`config.mk`:
```
export PLATFORM = sky130hd
export DESIGN_NAME = looped_ramp_progress_timer_core
export DESIGN_NICKNAME = d
export VERILOG_FILES = /design/src/sv/lrpt_pkg.sv /design/src/sv/lrpt_div.sv /design/src/sv/looped_ramp_progress_timer_core.sv
export SDC_FILE = /design/constraint.sdc
export NUM_CORES = 1
export LEC_CHECK = 0
export BUFFER_PORTS_ARGS = -buffer_cell sky130_fd_sc_hd__buf_2
export CAP_MARGIN = 20
export CELL_PAD_IN_SITES_DETAIL_PLACEMENT = 0
export CELL_PAD_IN_SITES_GLOBAL_PLACEMENT = 1
export CORE_ASPECT_RATIO = 2
export CORE_UTILIZATION = 47
export CTS_CLUSTER_DIAMETER = 60
export DETAILED_ROUTE_END_ITERATION = 12
export GPL_TIMING_DRIVEN = 0
export PLACE_DENSITY_LB_ADDON = 0.15
export SETUP_SLACK_MARGIN = 0.05
export SLEW_MARGIN = 20
export SYNTH_ARGS = -nofsm -noshare
export SYNTH_HDL_FRONTEND = slang
export SYNTH_SLANG_ARGS = --single-unit
```
`constraint.sdc`:
```
create_clock -name aclk -period 7.5 [get_ports aclk]
set_input_delay 1.5 -clock aclk [delete_from_list [all_inputs] [get_ports aclk]]
set_output_delay 1.5 -clock aclk [all_outputs]
set_load 0.01 [all_outputs]
```
`src/sv/lrpt_pkg.sv`:
```
// Shared types and constants for the looped ramp progress timer.
// No dependencies; used by looped_ramp_progress_timer_core.
`default_nettype none

package lrpt_pkg;

    // Input transaction opcodes
    typedef enum logic [2:0] {
        OP_TICK   = 3'd0,
        OP_START  = 3'd1,
        OP_PAUSE  = 3'd2,
        OP_RESUME = 3'd3,
        OP_STOP   = 3'd4
    } op_t;

    // Run modes
    typedef enum logic [1:0] {
        MODE_STOPPED = 2'd0,
        MODE_RUNNING = 2'd1,
        MODE_PAUSED  = 2'd2
    } mode_t;

    // Result event codes
    typedef enum logic [2:0] {
        EV_NONE     = 3'd0,
        EV_ADVANCED = 3'd1,
        EV_LOOP     = 3'd2,
        EV_ENDED    = 3'd3,
        EV_STARTED  = 3'd4
    } event_t;

    // Configuration register indexes
    typedef enum logic [2:0] {
        CFG_DURATION     = 3'd0,
        CFG_LOOP_TOTAL   = 3'd1,
        CFG_ENDLESS      = 3'd2,
        CFG_PING_PONG    = 3'd3,
        CFG_SET_BACKWARD = 3'd4
    } cfg_idx_t;

    // Sequencer states
    typedef enum logic [1:0] {
        S_IDLE = 2'd0,
        S_DIV  = 2'd1,
        S_PUT  = 2'd2
    } seq_state_t;

    localparam int STEP_W     = 10;
    localparam int S_TDATA_W  = 16;
    localparam int LOOP_W     = 8;
    localparam int CFG_IDX_W  = 3;

endpackage

`default_nettype wire

```
`src/sv/lrpt_div.sv`:
```
// Restoring divider, one quotient bit per cycle, for the progress fraction.
// Computes floor(num * 2^FRAC_W / den) for num <= den; uses no package items.
`default_nettype none

module lrpt_div #(
    parameter int DEN_W  = 16,
    parameter int FRAC_W = 16
) (
    input  wire logic              aclk,
    input  wire logic              aresetn,
    input  wire logic              start,
    input  wire logic [DEN_W:0]    num,
    input  wire logic [DEN_W-1:0]  den,
    output logic                   done,
    output logic [FRAC_W:0]        quot
);

    localparam int CNT_W = $clog2(FRAC_W + 1);

    logic                busy_reg, busy_next;
    logic                done_reg, done_next;
    logic [CNT_W-1:0]    cnt_reg, cnt_next;
    logic [DEN_W-1:0]    rem_reg, rem_next;
    logic [DEN_W-1:0]    den_reg, den_next;
    logic [FRAC_W:0]     quot_reg, quot_next;

    logic                int_bit;
    logic [DEN_W:0]      init_diff;
    logic [DEN_W:0]      rem_dbl;
    logic [DEN_W:0]      step_diff;
    logic                step_ge;

    // Integer bit and first remainder, then one shift-subtract per cycle
    always_comb begin
        int_bit   = (num >= {1'b0, den});
        init_diff = num - (int_bit ? {1'b0, den} : '0);
        rem_dbl   = {rem_reg, 1'b0};
        step_ge   = (rem_dbl >= {1'b0, den_reg});
        step_diff = rem_dbl - {1'b0, den_reg};

        busy_next = busy_reg;
        done_next = 1'b0;
        cnt_next  = cnt_reg;
        rem_next  = rem_reg;
        den_next  = den_reg;
        quot_next = quot_reg;

        if (start) begin
            busy_next = 1'b1;
            cnt_next  = CNT_W'(FRAC_W);
            rem_next  = init_diff[DEN_W-1:0];
            den_next  = den;
            quot_next = {{FRAC_W{1'b0}}, int_bit};
        end else if (busy_reg) begin
            rem_next  = step_ge ? step_diff[DEN_W-1:0] : rem_dbl[DEN_W-1:0];
            quot_next = {quot_reg[FRAC_W-1:0], step_ge};
            cnt_next  = cnt_reg - 1'b1;
            if (cnt_reg == CNT_W'(1)) begin
                busy_next = 1'b0;
                done_next = 1'b1;
            end
        end
    end

    always_ff @(posedge aclk) begin
        if (!aresetn) begin
            busy_reg <= 1'b0;
            done_reg <= 1'b0;
            cnt_reg  <= '0;
        end else begin
            busy_reg <= busy_next;
            done_reg <= done_next;
            cnt_reg  <= cnt_next;
        end
        rem_reg  <= rem_next;
        den_reg  <= den_next;
        quot_reg <= quot_next;
    end

    assign done = done_reg;
    assign quot = quot_reg;

`ifndef SYNTHESIS
    // Done pulses once, after the last step
    a_done_idle: assert property (@(posedge aclk) disable iff (!aresetn)
        done_reg |-> !busy_reg)
        else $error("divider done while still busy");
    a_done_pulse: assert property (@(posedge aclk) disable iff (!aresetn)
        done_reg |=> !done_reg)
        else $error("divider done held for more than one cycle");
    a_no_restart: assert property (@(posedge aclk) disable iff (!aresetn)
        busy_reg |-> !start)
        else $error("divider started while busy");
`endif

endmodule

`default_nettype wire

```
`src/sv/looped_ramp_progress_timer_core.sv`:
```
// Looped ramp progress timer: control sequencer, state and result register.
// Depends on lrpt_pkg and instantiates the lrpt_div divider.
`default_nettype none

// Takes one transaction at a time. A tick that yields a progress fraction
// waits in the divide state for the restoring divider, which retires one
// quotient bit per cycle; every other item goes from idle straight to the
// put state, which hands the result to the output register. The
// next transaction is accepted while a finished result still waits in the
// output register. s_tready is high only while the sequencer is idle.
// Configuration writes are taken at any time and must only be issued while
// no transaction is in flight; writing set_backward sets the direction.
module looped_ramp_progress_timer_core #(
    parameter int PROGRESS_FRAC_BITS = 16,
    parameter int DURATION_BITS      = 16
) (
    input  wire logic                              aclk,
    input  wire logic                              aresetn,
    // Configuration write channel
    input  wire logic                              cfg_valid,
    output logic                                   cfg_ready,
    input  wire logic [lrpt_pkg::CFG_IDX_W-1:0]    cfg_index,
    input  wire logic [DURATION_BITS-1:0]          cfg_data,
    // Input stream
    input  wire logic                              s_tvalid,
    output logic                                   s_tready,
    input  wire logic [lrpt_pkg::S_TDATA_W-1:0]    s_tdata,  // step_ms[9:0], zero pad
    input  wire logic [2:0]                        s_tuser,  // op[2:0]
    // Result stream
    output logic                                   m_tvalid,
    input  wire logic                              m_tready,
    output logic [((PROGRESS_FRAC_BITS+19)/8)*8-1:0] m_tdata,
    // m_tdata from bit 0: progress, loop_index, run_state, backward, zero pad
    output logic [3:0]                             m_tuser   // update_valid, event_res
);

    localparam int F      = PROGRESS_FRAC_BITS;
    localparam int D      = DURATION_BITS;
    localparam int LW     = lrpt_pkg::LOOP_W;
    localparam int FIELDS = F + 1 + LW + 2 + 1;
    localparam int M_W    = ((F + 19) / 8) * 8;
    localparam logic [F:0]   PROG_ONE    = (F+1)'(1) << F;
    localparam logic [D:0]   ELAPSED_MAX = '1;

    // Configuration registers
    logic [D-1:0]   duration_reg, duration_next;
    logic [LW-1:0]  loop_total_reg, loop_total_next;
    logic           endless_reg, endless_next;
    logic           ping_pong_reg, ping_pong_next;

    // Timer state
    logic [D:0]              elapsed_reg, elapsed_next;
    logic [LW-1:0]           loop_reg, loop_next;
    lrpt_pkg::mode_t         mode_reg, mode_next;
    logic                    back_reg, back_next;

    // Sequencer and pending result
    lrpt_pkg::seq_state_t    state_reg, state_next;
    logic                    pend_upd_reg, pend_upd_next;
    logic [F:0]              pend_prog_reg, pend_prog_next;
    lrpt_pkg::event_t        pend_ev_reg, pend_ev_next;

    // Output register
    logic                    out_valid_reg, out_valid_next;
    logic                    out_upd_reg, out_upd_next;
    logic [F:0]              out_prog_reg, out_prog_next;
    logic [LW-1:0]           out_loop_reg, out_loop_next;
    lrpt_pkg::mode_t         out_mode_reg, out_mode_next;
    logic                    out_back_reg, out_back_next;
    lrpt_pkg::event_t        out_ev_reg, out_ev_next;

    // Tick datapath
    logic [lrpt_pkg::STEP_W-1:0] step_ms;
    lrpt_pkg::op_t               op;
    logic [D+1:0]                sum_full;
    logic [D:0]                  elapsed_sat;
    logic [D-1:0]                dur_eff;
    logic                        overrun;
    logic                        more_loops;
    logic                        back_flip;
    logic                        div_start;
    logic                        div_done;
    logic [F:0]                  div_quot;

    assign step_ms     = s_tdata[lrpt_pkg::STEP_W-1:0];
    assign op          = lrpt_pkg::op_t'(s_tuser);
    assign sum_full    = {1'b0, elapsed_reg} + (D+2)'(step_ms);
    assign elapsed_sat = sum_full[D+1] ? ELAPSED_MAX : sum_full[D:0];
    assign dur_eff     = (duration_reg == '0) ? D'(1) : duration_reg;
    assign overrun     = (elapsed_sat > {1'b0, dur_eff});
    assign more_loops  = endless_reg ||
                         (({1'b0, loop_reg} + (LW+1)'(1)) < {1'b0, loop_total_reg});
    assign back_flip   = back_reg ^ ping_pong_reg;

    lrpt_div #(
        .DEN_W  (D),
        .FRAC_W (F)
    ) u_div (
        .aclk    (aclk),
        .aresetn (aresetn),
        .start   (div_start),
        .num     (elapsed_sat),
        .den     (dur_eff),
        .done    (div_done),
        .quot    (div_quot)
    );

    // Sequencer, state update and result staging
    always_comb begin
        duration_next   = duration_reg;
        loop_total_next = loop_total_reg;
        endless_next    = endless_reg;
        ping_pong_next  = ping_pong_reg;
        elapsed_next    = elapsed_reg;
        loop_next       = loop_reg;
        mode_next       = mode_reg;
        back_next       = back_reg;
        state_next      = state_reg;
        pend_upd_next   = pend_upd_reg;
        pend_prog_next  = pend_prog_reg;
        pend_ev_next    = pend_ev_reg;
        out_valid_next  = out_valid_reg && !m_tready;
        out_upd_next    = out_upd_reg;
        out_prog_next   = out_prog_reg;
        out_loop_next   = out_loop_reg;
        out_mode_next   = out_mode_reg;
        out_back_next   = out_back_reg;
        out_ev_next     = out_ev_reg;
        div_start       = 1'b0;

        // Configuration writes
        if (cfg_valid) begin
            unique case (cfg_index)
                lrpt_pkg::CFG_DURATION:     duration_next   = cfg_data;
                lrpt_pkg::CFG_LOOP_TOTAL:   loop_total_next = cfg_data[LW-1:0];
                lrpt_pkg::CFG_ENDLESS:      endless_next    = cfg_data[0];
                lrpt_pkg::CFG_PING_PONG:    ping_pong_next  = cfg_data[0];
                lrpt_pkg::CFG_SET_BACKWARD: back_next       = cfg_data[0];
                default: ;
            endcase
        end

        unique case (state_reg)
            lrpt_pkg::S_IDLE: begin
                if (s_tvalid) begin
                    pend_upd_next  = 1'b0;
                    pend_prog_next = '0;
                    pend_ev_next   = lrpt_pkg::EV_NONE;
                    state_next     = lrpt_pkg::S_PUT;
                    unique case (op)
                        lrpt_pkg::OP_TICK: begin
                            if (mode_reg == lrpt_pkg::MODE_RUNNING) begin
                                pend_upd_next = 1'b1;
                                elapsed_next  = elapsed_sat;
                                if (overrun && more_loops) begin
                                    // Begin the next loop
                                    elapsed_next   = '0;
                                    back_next      = back_flip;
                                    loop_next      = loop_reg + LW'(1);
                                    pend_prog_next = back_flip ? PROG_ONE : '0;
                                    pend_ev_next   = lrpt_pkg::EV_LOOP;
                                end else if (overrun) begin
                                    // Last loop done: final value and stop
                                    loop_next      = '0;
                                    mode_next      = lrpt_pkg::MODE_STOPPED;
                                    pend_prog_next = back_reg ? '0 : PROG_ONE;
                                    pend_ev_next   = lrpt_pkg::EV_ENDED;
                                end else begin
                                    // Fraction comes from the divider
                                    div_start    = 1'b1;
                                    pend_ev_next = lrpt_pkg::EV_ADVANCED;
                                    state_next   = lrpt_pkg::S_DIV;
                                end
                            end
                        end
                        lrpt_pkg::OP_START: begin
                            if (mode_reg != lrpt_pkg::MODE_RUNNING) begin
                                elapsed_next = '0;
                            end
                            mode_next    = lrpt_pkg::MODE_RUNNING;
                            pend_ev_next = lrpt_pkg::EV_STARTED;
                        end
                        lrpt_pkg::OP_PAUSE: begin
                            mode_next = lrpt_pkg::MODE_PAUSED;
                        end
                        lrpt_pkg::OP_RESUME: begin
                            if (mode_reg == lrpt_pkg::MODE_PAUSED) begin
                                elapsed_next = '0;
                                mode_next    = lrpt_pkg::MODE_RUNNING;
                            end
                        end
                        lrpt_pkg::OP_STOP: begin
                            loop_next    = '0;
                            mode_next    = lrpt_pkg::MODE_STOPPED;
                            pend_ev_next = lrpt_pkg::EV_ENDED;
                        end
                        default: ;
                    endcase
                end
            end
            lrpt_pkg::S_DIV: begin
                if (div_done) begin
                    pend_prog_next = back_reg ? (PROG_ONE - div_quot) : div_quot;
                    state_next     = lrpt_pkg::S_PUT;
                end
            end
            lrpt_pkg::S_PUT: begin
                // Hand the result to the output register once it is free
                if (!out_valid_reg || m_tready) begin
                    out_valid_next = 1'b1;
                    out_upd_next   = pend_upd_reg;
                    out_prog_next  = pend_prog_reg;
                    out_loop_next  = loop_reg;
                    out_mode_next  = mode_reg;
                    out_back_next  = back_reg;
                    out_ev_next    = pend_ev_reg;
                    state_next     = lrpt_pkg::S_IDLE;
                end
            end
            default: state_next = lrpt_pkg::S_IDLE;
        endcase
    end

    always_ff @(posedge aclk) begin
        if (!aresetn) begin
            duration_reg   <= D'(1);
            loop_total_reg <= LW'(1);
            endless_reg    <= 1'b0;
            ping_pong_reg  <= 1'b0;
            elapsed_reg    <= '0;
            loop_reg       <= '0;
            mode_reg       <= lrpt_pkg::MODE_STOPPED;
            back_reg       <= 1'b0;
            state_reg      <= lrpt_pkg::S_IDLE;
            out_valid_reg  <= 1'b0;
        end else begin
            duration_reg   <= duration_next;
            loop_total_reg <= loop_total_next;
            endless_reg    <= endless_next;
            ping_pong_reg  <= ping_pong_next;
            elapsed_reg    <= elapsed_next;
            loop_reg       <= loop_next;
            mode_reg       <= mode_next;
            back_reg       <= back_next;
            state_reg      <= state_next;
            out_valid_reg  <= out_valid_next;
        end
        pend_upd_reg  <= pend_upd_next;
        pend_prog_reg <= pend_prog_next;
        pend_ev_reg   <= pend_ev_next;
        out_upd_reg   <= out_upd_next;
        out_prog_reg  <= out_prog_next;
        out_loop_reg  <= out_loop_next;
        out_mode_reg  <= out_mode_next;
        out_back_reg  <= out_back_next;
        out_ev_reg    <= out_ev_next;
    end

    // Ports
    assign cfg_ready = 1'b1;
    assign s_tready  = (state_reg == lrpt_pkg::S_IDLE);
    assign m_tvalid  = out_valid_reg;
    assign m_tdata   = {{(M_W - FIELDS){1'b0}}, out_back_reg, out_mode_reg,
                        out_loop_reg, out_prog_reg};
    assign m_tuser   = {out_ev_reg, out_upd_reg};

`ifndef SYNTHESIS
    // Divider finishes only while the sequencer waits for it
    a_div_state: assert property (@(posedge aclk) disable iff (!aresetn)
        div_done |-> (state_reg == lrpt_pkg::S_DIV))
        else $error("divider result outside the divide state");
    // One transaction at a time
    a_one_item: assert property (@(posedge aclk) disable iff (!aresetn)
        (s_tvalid && s_tready) |=> !s_tready)
        else $error("input accepted back to back");
    // Progress never exceeds 1.0
    a_prog_range: assert property (@(posedge aclk) disable iff (!aresetn)
        out_valid_reg |-> (out_prog_reg <= PROG_ONE))
        else $error("progress above 1.0");
    // An ended result always reports a stopped timer
    a_end_stopped: assert property (@(posedge aclk) disable iff (!aresetn)
        (out_valid_reg && (out_ev_reg == lrpt_pkg::EV_ENDED))
            |-> (out_mode_reg == lrpt_pkg::MODE_STOPPED))
        else $error("ended event while not stopped");
    // A progress value comes only with a tick event
    a_upd_event: assert property (@(posedge aclk) disable iff (!aresetn)
        (out_valid_reg && out_upd_reg) |-> (out_ev_reg == lrpt_pkg::EV_ADVANCED ||
            out_ev_reg == lrpt_pkg::EV_LOOP || out_ev_reg == lrpt_pkg::EV_ENDED))
        else $error("progress update with a non-tick event");
`endif

endmodule

`default_nettype wire
```
After elaboration in Yosys (flattened, before gate mapping). Index checks and enable logic that the tools add are counted.

Input port bits: 43. Bits in registers: 166. Logic and storage cells: 158.

Mux-type cells: 66. Add/sub/neg operators: 7. Order comparisons: 4. Bitwise gates (word level): 3. Eq/ne operators: 23. Reductions and logical operators: 28.

Operators by type and width (number): two-way mux 17 bit (14); two-way mux 16 bit (5); case mux 17 bit (3 select lines) (1); greater-or-equal comparator 17 x 16 -> 1 bit (2); case mux 17 bit (2 select lines) (1); subtractor 16 bit (2); two-way mux 2 bit (14); two-way mux 8 bit (3); two-way mux 1 bit (22); adder 17 x 10 -> 18 bit (1); > comparator 17 x 16 -> 1 bit (1); subtractor 17 bit (first input constant) (1); zero test 16 bit (1); case mux 8 bit (2 select lines) (1); inequality test 2 bit (second input constant) (7); equality test 3 x 2 -> 1 bit (second input constant) (4); AND reduction 2 bit (6); two-way mux 5 bit (2); case mux 2 bit (5 select lines) (1); adder 8 x 1 -> 9 bit (second input constant) (1); < comparator 9 x 8 -> 1 bit (1); case mux 3 bit (3 select lines) (1); adder 8 x 1 -> 8 bit (second input constant) (1); AND reduction 7 bit (1); other kinds (24) (37).

Logic depth before layout (Yosys ltp). Gate-level depths: netlist of run 1.

Depth after elaboration: 10. Gate-level depth with buffers: 26. Mapped depth without buffers: 26.

Cells and area by module. A second synthesis of run 1 with hierarchy kept.

Cell total of the unflattened synthesis: 1061. Area, all modules: 10147.2 µm².

Modules (own cells, without submodules): looped_ramp_progress_timer_core (cells each 611, times used 1, seq. area each 2732.6 µm², area an instance 5998.3 µm²); lrpt_div (cells each 450, times used 1, seq. area each 1451.4 µm², area an instance 4149.0 µm²).

Worst setup path before layout of run 1. OpenSTA, ideal clock, no wires.

Path kind: input to register. Start point: input s_tdata[3] in the netlist's numbering. End point: register u_div.rem_reg[14], data pin. Setup time: 0.262 ns. Stages on the path: 23. Path slack: 0.596 ns. Arrival time: 6.642 ns. Buffers on the path: 2. Data required time: 7.238 ns. Path through: ha_1 -> a21o_1 -> nand2_1 -> nand3_1 -> a311o_1 -> nand3_1 -> clkbuf_1 -> nand2_1 -> ha_1 -> a2111oi_0 -> nand2_1 -> o31ai_1 -> nand3_1 -> clkbuf_1 -> nand2_1 -> ha_1 -> a2111oi_0 -> a21boi_0 -> a31oi_1 -> o21ai_0 -> a31oi_1 -> xor2_1 -> a21oi_1.

Word-level cells in the longest chain between the ends: 10. Elaborated cells between the ends (all ways): 14.

Ends and longest elaborated chain: start: declaration (RTL line looped_ramp_progress_timer_core.sv:27) `input wire logic [lrpt_pkg::S_TDATA_W-1:0] s_tdata,`; adder 17 x 10 -> 18 bit (*) (RTL line looped_ramp_progress_timer_core.sv:87) `assign sum_full = {1'b0, elapsed_reg} + (D+2)'(step_ms);`; two-way mux 17 bit (*) (RTL line looped_ramp_progress_timer_core.sv:88) `assign elapsed_sat = sum_full[D+1] ? ELAPSED_MAX : sum_full[D:0];`; branches (longest 7 deep; another with greater-or-equal comparator 17 x 16 -> 1 bit); two-way mux 16 bit (*) (RTL line lrpt_div.sv:48) `if (start) begin`; named net u_div.rem_next[14] (RTL line lrpt_div.sv:23) `logic [DEN_W-1:0] rem_reg, rem_next;`; end signal: assignment (RTL line lrpt_div.sv:75) `rem_reg <= rem_next;`; end: declaration (RTL line lrpt_div.sv:23).

Mark *: on every way through the listed nets, which the timed path passes. A chain may end at the register's enable or synchronous reset.

Final worst setup path of run 1.
Start point: input s_tdata[0] in the netlist's numbering. End point: register u_div.rem_reg[15], data pin.

Same word-level chain as after synthesis.

==> results of run 1 <==
[cell families after synthesis]
group | count (synthesis) | synth area share
compound gates | 214 | 0.158
xor+xnor | 58 | 0.0529
fa+ha+maj | 72 | 0.0960
buf+inv | 117 | 0.0524
flops | 166 | 0.436
mux | 23 | 0.0241
other cells | 2 | 0.000783
simple gates | 362 | 0.180
[path summary, 6_finish.rpt]
| path | startpoint | endpoint | slack, ps | cells past startpoint |
|---|---|---|---|---|
| worst max-delay path | s_tdata[0] | u_div.rem_reg[15] | 360 | 25 |
| worst min-delay path | pend_prog_reg[7] | out_prog_reg[7] | 420 | 0 |
| worst max register to register | elapsed_reg[0] | u_div.rem_reg[15] | 1230 | 24 |
| worst min register to register | pend_prog_reg[7] | out_prog_reg[7] | 420 | 0 |
[layout by cell type, fill, tap and decap left out, types with 4 or more instances in the layout]
master / n
sky130_fd_sc_hd__a211oi_1: 14
sky130_fd_sc_hd__a21boi_0: 28
sky130_fd_sc_hd__a21boi_1: 5
sky130_fd_sc_hd__a21o_1: 11
sky130_fd_sc_hd__a21oi_1: 47
sky130_fd_sc_hd__a221o_1: 5
sky130_fd_sc_hd__a22oi_1: 9
sky130_fd_sc_hd__a31oi_1: 12
sky130_fd_sc_hd__a32o_1: 5
sky130_fd_sc_hd__and2_1: 5
sky130_fd_sc_hd__and3_1: 9
sky130_fd_sc_hd__buf_2: 76
sky130_fd_sc_hd__buf_4: 13
sky130_fd_sc_hd__bufinv_16: 4
sky130_fd_sc_hd__clkbuf_1: 37
sky130_fd_sc_hd__clkbuf_16: 17
sky130_fd_sc_hd__conb_1: 5
sky130_fd_sc_hd__dfxtp_1: 80
sky130_fd_sc_hd__edfxtp_1: 86
sky130_fd_sc_hd__ha_1: 68
sky130_fd_sc_hd__inv_1: 57
sky130_fd_sc_hd__inv_6: 4
sky130_fd_sc_hd__mux2i_1: 22
sky130_fd_sc_hd__nand2_1: 126
sky130_fd_sc_hd__nand2b_1: 16
sky130_fd_sc_hd__nand3_1: 26
sky130_fd_sc_hd__nand4_1: 10
sky130_fd_sc_hd__nor2_1: 85
sky130_fd_sc_hd__nor2b_1: 24
sky130_fd_sc_hd__nor3_1: 17
sky130_fd_sc_hd__nor3b_1: 5
sky130_fd_sc_hd__nor4_1: 6
sky130_fd_sc_hd__o211ai_1: 6
sky130_fd_sc_hd__o21a_1: 7
sky130_fd_sc_hd__o21ai_0: 27
sky130_fd_sc_hd__o31ai_1: 5
sky130_fd_sc_hd__or2_2: 4
sky130_fd_sc_hd__or3_1: 7
sky130_fd_sc_hd__xnor2_1: 27
sky130_fd_sc_hd__xor2_1: 31
[area by class of cell]
cell class | instances | area [um^2]
buffer | 59 | 288
clock buffer | 17 | 425
clock inverter | 15 | 216
fill | 1911 | 8880
inverter | 58 | 218
multi-input combinational | 734 | 4950
sequential | 166 | 4180
tap | 262 | 328
timing repair buffer | 75 | 418
[stage by stage]
stage          hold WS [ps]   util  setup WS (ps)  instances  cell area, um^2
6_report                417  0.554            359       1386            11000
5_1_grt                 426  0.554           50.5       1386            11000
4_1_cts                 418  0.552           66.0       1382            11000
3_5_place_dp            405  0.519          -1130       1350            10300
3_3_place_gp            402  0.516          -1140       1348            10300
2_1_floorplan           400      -            596       1017             9610
[synthesized netlist by cell type (7+ instances only)]
master	number
sky130_fd_sc_hd__nand2_1	126
sky130_fd_sc_hd__edfxtp_1	86
sky130_fd_sc_hd__nor2_1	86
sky130_fd_sc_hd__dfxtp_1	80
sky130_fd_sc_hd__ha_1	68
sky130_fd_sc_hd__inv_1	57
sky130_fd_sc_hd__a21oi_1	47
sky130_fd_sc_hd__clkbuf_1	39
sky130_fd_sc_hd__xor2_1	31
sky130_fd_sc_hd__a21boi_0	29
sky130_fd_sc_hd__o21ai_0	29
sky130_fd_sc_hd__nand3_1	28
sky130_fd_sc_hd__xnor2_1	27
sky130_fd_sc_hd__nor2b_1	25
sky130_fd_sc_hd__mux2i_1	22
sky130_fd_sc_hd__nor3_1	17
sky130_fd_sc_hd__nand2b_1	16
sky130_fd_sc_hd__a211oi_1	14
sky130_fd_sc_hd__a31oi_1	12
sky130_fd_sc_hd__a21o_1	11
sky130_fd_sc_hd__nand4_1	10
sky130_fd_sc_hd__a22oi_1	9
sky130_fd_sc_hd__and3_1	9
sky130_fd_sc_hd__buf_4	9
sky130_fd_sc_hd__o21a_1	7
sky130_fd_sc_hd__or3_1	7
[power by group through the flow]
| stage | Sequential (mW) | Combinational, mW | Clock [mW] |
|---|---|---|---|
| 6_report | 0.994 | 0.179 | 0.954 |
| 5_1_grt | 0.996 | 0.199 | 1.01 |
| 4_1_cts | 0.994 | 0.176 | 0.972 |
| 3_5_place_dp | 1.01 | 0.174 | 0 |
| 3_3_place_gp | 1.01 | 0.168 | 0 |
| 2_1_floorplan | 1.01 | 0.110 | 0 |
[what timing repair did]
action | CTS | global route
setup buffers | 0 | 4
resized for setup | 7 | 5
endpoints found under the setup margin | 8 | 3
pin swaps | 0 | 1
[routing by layer]
layer  GRT usage  vias to the layer above
li1            -                     3773
met1       0.220                     3501
met2       0.505                      114
met3      0.0469                       55
met4       0.127                        0
met5           0                        -
==> results.sh, run 1 <==
export IMPL_max_clock_path_buffers=2
export IMPL_swShare=0.240
export IMPL_wl_met3_um=626
export IMPL_placement_io_buffers=69
export IMPL_worst_setup_path_start_kind="input pin"
export IMPL_slew_violations=0
export IMPL_clock_power_share=0.449
export IMPL_critical_path_max_stage_delay_ps=450
export IMPL_drive_above_1_share=0.137
export IMPL_power_sequential_fraction=0.467
export IMPL_routed_via_count=7443
export IMPL_area_delta_synth_final_pct=14.9
export IMPL_dr_first_iter_drc_count=294
export IMPL_report_final_setup_viol=0
export IMPL_cts_hold_buf=0
export IMPL_timing_final_crit_share=0.952
export IMPL_yosys_top_cells_area="sky130_fd_sc_hd__edfxtp_1 27%, sky130_fd_sc_hd__dfxtp_1 17%, sky130_fd_sc_hd__ha_1 8.9%"
export IMPL_max_freq_ghz=0.140
export IMPL_cell_internal_pwr_mw=1.62
export IMPL_tritoncts="done"
export IMPL_std_cell_rows=73
export IMPL_post_route_setup_tns_ps=0
export IMPL_tritoncts_num_sinks=166
export IMPL_floorplan_initialDensity=0.482
export IMPL_core_area_um2=19900
export IMPL_detail_route_first_pass_iterations=4
export IMPL_wire_per_inst_um=17.8
export IMPL_antenna_cell_count=0
export IMPL_synth_cell_types=73
export IMPL_maxSlewHeadroom=0.434
export IMPL_netlist_instances=1014
export IMPL_ant_nets=0
export IMPL_die_area_um2=21000
export IMPL_fraction_of_post_synthesis_cell_area_in_the_top_cell_type_by_area=0.269
export IMPL_worst_hold_path_type="reg2reg"
export IMPL_vdd_ir_drop_worst_mv=0.188
export IMPL_critical_path_arrival_ps=7330
export IMPL_crit_fanout=10
export IMPL_routabilityCongestion=0.847
export IMPL_synth_seq_area_share=0.436
export IMPL_tritoncts_buffers=17
export IMPL_post_synth_cell_area_avg_um2=9.46
export IMPL_endpoint_kind="flip-flop"
export IMPL_ys_flop_type="sky130_fd_sc_hd__edfxtp_1"
export IMPL_number_of_nets_at_the_end_of_the_flow=1225
export IMPL_clock_skew_final_ps=10.6
export IMPL_grt_overflow_total=0
export IMPL_worst_slew_pin_slew_ps=849
export IMPL_grt_pass1_wl_um=38600
export IMPL_floorplan_io_pins=82
export IMPL_cp_num_buf_inv=3
export IMPL_run_status="finished, final reports clean"
export IMPL_design_power_total_mw=2.13
export IMPL_clock_root_buffer="sky130_fd_sc_hd__clkbuf_16"
export IMPL_power_static_leakage_nw=4.27
export IMPL_path_class="in2reg"
export IMPL_grt_total_usage=0.250
export IMPL_clock_insertion_delay_worst_skew_ps=440
export IMPL_clock_pin_slew_worst_setup_and_hold_paths_ps=70
export IMPL_die_y_um=204
export IMPL_cellPowerDensity_nw_per_um2=193
export IMPL_vias_per_cell=5.37
export IMPL_crit_path_top_delay_cell="sky130_fd_sc_hd__fa_1"
export IMPL_finalCriticalPeriod_ps=7140
export IMPL_cap_violations=0
export IMPL_yosys_register_bits=166
export IMPL_synth_area_um2=9600
export IMPL_synth_warnings=0
export IMPL_area_leader_netlist="sky130_fd_sc_hd__edfxtp_1"
export IMPL_grt_max_degree=26
export IMPL_route_met2_wl_um=14600
export IMPL_detail_route_drc_violations=0
export IMPL_wirelength_um=24700
export IMPL_synth_edff_count=86
export IMPL_htree_levels=4
export IMPL_critical_path_required_ps=7690
export IMPL_fp_dieW_um=103
export IMPL_timing_hold_violations_final=0
export IMPL_detail_route_wirelength_met1_um=8370
export IMPL_highest_signal_layer="met4"
export IMPL_synth_async_reset_ratio=0
export IMPL_grt_setup_unrepaired="no"
export IMPL_critPathTopFamily="compound AO/OA/AOI/OAI gates"
export IMPL_first_global_vias=7665
export IMPL_p_sw_mw=0.512
export IMPL_post_dp_hpwl_um=19500
export IMPL_grt_antenna_before_repair=0
export IMPL_combinational_power_share=0.084
Note: power is estimated with default switching activity, not from simulation.
==> inputs of run 2 (changes only) <==
MAX_ROUTING_LAYER = met4   (was unset)
==> run 2 against run 1 <==
Net effect: combinational power is essentially flat; via count grew 0.40%; cell area is essentially flat; sequential share of layout area is essentially flat; non-clock buffer count is the same; critical path type unchanged; flip-flop and latch count is the same; largest power group unchanged; critical path depth is the same; sequential power is essentially flat; fmax grew 0.67%; largest cell class unchanged.
==> results.sh, run 2 (same netlist as run 1, synthesis figures left out) <==
export IMPL_clock_root_buffer="sky130_fd_sc_hd__clkbuf_16"
export IMPL_mostFrequentLayoutCell="sky130_fd_sc_hd__nand2_1"
export IMPL_drive_above_1_share=0.137
export IMPL_worst_hold_path_type="reg2reg"
export IMPL_antenna_cell_count=0
export IMPL_tritoncts_num_sinks=166
export IMPL_post_dp_hpwl_um=19500
export IMPL_core_area_um2=19900
export IMPL_tritoncts="done"
export IMPL_htree_levels=4
export IMPL_detail_route_first_pass_iterations=4
export IMPL_cap_violations=0
export IMPL_grt_antenna_before_repair=0
export IMPL_clock_skew_final_ps=12.1
export IMPL_routabilityCongestion=0.861
export IMPL_clock_pin_slew_worst_setup_and_hold_paths_ps=70
export IMPL_run_status="finished, final reports clean"
export IMPL_grt_setup_unrepaired="no"
export IMPL_number_of_nets_at_the_end_of_the_flow=1225
export IMPL_crit_fanout=10
export IMPL_placement_io_buffers=69
export IMPL_vias_per_cell=5.39
export IMPL_detail_route_drc_violations=0
export IMPL_critical_path_arrival_ps=7280
export IMPL_critical_path_required_ps=7680
export IMPL_clock_insertion_delay_worst_skew_ps=440
export IMPL_combinational_power_share=0.085
export IMPL_cellPowerDensity_nw_per_um2=193
export IMPL_final_cell_mix="126 x sky130_fd_sc_hd__nand2_1, 86 x sky130_fd_sc_hd__edfxtp_1, 85 x sky130_fd_sc_hd__nor2_1, 80 x sky130_fd_sc_hd__dfxtp_1, 76 x sky130_fd_sc_hd__buf_2"
export IMPL_post_route_setup_tns_ps=0
export IMPL_worst_setup_path_start_kind="input pin"
export IMPL_grt_total_usage=0.257
export IMPL_worst_slew_pin_slew_ps=848
export IMPL_max_clock_path_buffers=2
export IMPL_fp_dieW_um=103
export IMPL_slew_violations=0
export IMPL_floorplan_initialDensity=0.482
export IMPL_maxSlewHeadroom=0.435
export IMPL_grt_max_degree=26
export IMPL_timing_hold_violations_final=0
export IMPL_wirelength_um=24800
export IMPL_placed_inst_area_um2=10300
export IMPL_timing_final_crit_share=0.946
export IMPL_tritoncts_buffers=17
export IMPL_area_delta_synth_final_pct=15.0
export IMPL_swShare=0.241
export IMPL_ant_nets=0
export IMPL_cell_internal_pwr_mw=1.62
export IMPL_vdd_ir_drop_worst_mv=0.188
export IMPL_grt_overflow_total=0
export IMPL_power_static_leakage_nw=4.27
export IMPL_n_fill_cell=1909
export IMPL_routed_via_count=7473
export IMPL_design_area_um2=11000
export IMPL_dr_first_iter_drc_count=268
export IMPL_path_class="in2reg"
export IMPL_clock_power_share=0.448
export IMPL_cts_hold_buf=0
export IMPL_max_freq_ghz=0.141
export IMPL_endpoint_kind="flip-flop"
export IMPL_die_y_um=204
export IMPL_wire_per_inst_um=17.9
export IMPL_p_sw_mw=0.513
export IMPL_grt_pass1_wl_um=38600
export IMPL_power_sequential_fraction=0.467
export IMPL_std_cell_rows=73
export IMPL_die_area_um2=21000
export IMPL_report_final_setup_viol=0
export IMPL_finalCriticalPeriod_ps=7090
export IMPL_floorplan_io_pins=82
export IMPL_first_global_vias=7651
==> run 2: cell count changes in the layout (fill, tap and decap cells not counted) <==
cell	previous run	this run
sky130_fd_sc_hd__o31ai_4	0	1
sky130_fd_sc_hd__o31ai_2	1	0
==> run 2: per-layer routing <==
metal	track usage	up-vias	part of all wire
li1	-	3774	-
met2	0.505	116	0.59
met3	0.0339	64	0.019
met4	0.137	0	0.045
met1	0.224	3519	0.35
met5	-	-	0
==> run 2: power by group through the flow <==
stage                     clock network [mW]  registers, mW  logic (mW)
after global routing                    1.01          0.996       0.200
final                                  0.955          0.994       0.180
after floorplan                            0           1.01       0.110
after global placement                     0           1.01       0.168
after detailed placement                   0           1.01       0.174
after CTS                              0.972          0.994       0.176
==> run 2: final timing paths <==
path                                       start                end  slack [ps]  cells after the start
worst min-delay path            pend_prog_reg[7]    out_prog_reg[7]         410                      0
worst min register to register  pend_prog_reg[7]    out_prog_reg[7]         410                      0
worst max register to register    elapsed_reg[1]  u_div.rem_reg[15]        1280                     24
worst max-delay path                  s_tdata[0]  u_div.rem_reg[15]         410                     25
==> run 2: cell type report <==
class / count / area [um^2] / share of cell area
clock buffer: 17 / 425 / 0.0385
multi-input combinational: 734 / 4960 / 0.450
buffer: 59 / 288 / 0.0261
clock inverter: 15 / 216 / 0.0196
sequential: 166 / 4180 / 0.379
timing repair buffer: 75 / 418 / 0.0379
tap: 262 / 328 / 0.0297
inverter: 58 / 218 / 0.0197
==> run 2: metrics by stage <==
step	hold slack [ps]	power, mW	setup WS (ps)	instances	util
2_1_floorplan	400	1.12	596	1017	-
3_3_place_gp	402	1.18	-1140	1348	0.516
3_5_place_dp	405	1.19	-1130	1350	0.519
4_1_cts	418	2.14	66.0	1382	0.552
5_1_grt	427	2.20	87.4	1386	0.554
6_report	413	2.13	407	1386	0.554
==> run 2: repair_timing <==
action,4_1_cts,5_1_grt
pin swaps,0,1
setup endpoints to repair,8,3
endpoints found under the hold margin,0,0
buffers inserted,0,4
resized for setup,7,6
==> run 2: worst max-delay path, stage by stage <==
cell and delay [ps]:
sky130_fd_sc_hd__buf_2 120, sky130_fd_sc_hd__ha_1 220, sky130_fd_sc_hd__fa_1 450, sky130_fd_sc_hd__a211oi_2 330
sky130_fd_sc_hd__o211ai_2 160, sky130_fd_sc_hd__a41oi_4 370, sky130_fd_sc_hd__nor2_1 130, sky130_fd_sc_hd__xnor2_1 150
sky130_fd_sc_hd__nand2_1 170, sky130_fd_sc_hd__ha_1 360, sky130_fd_sc_hd__a2111oi_0 400, sky130_fd_sc_hd__nand2_1 160
sky130_fd_sc_hd__o31ai_4 290, sky130_fd_sc_hd__nand3_2 180, sky130_fd_sc_hd__clkbuf_2 250, sky130_fd_sc_hd__nand2_1 110
sky130_fd_sc_hd__ha_1 280, sky130_fd_sc_hd__a2111oi_2 450, sky130_fd_sc_hd__inv_1 80, sky130_fd_sc_hd__o21ai_0 330
sky130_fd_sc_hd__a31oi_1 180, sky130_fd_sc_hd__a21o_1 210, sky130_fd_sc_hd__a21oi_1 170, sky130_fd_sc_hd__xnor2_1 130
sky130_fd_sc_hd__a21oi_1 80
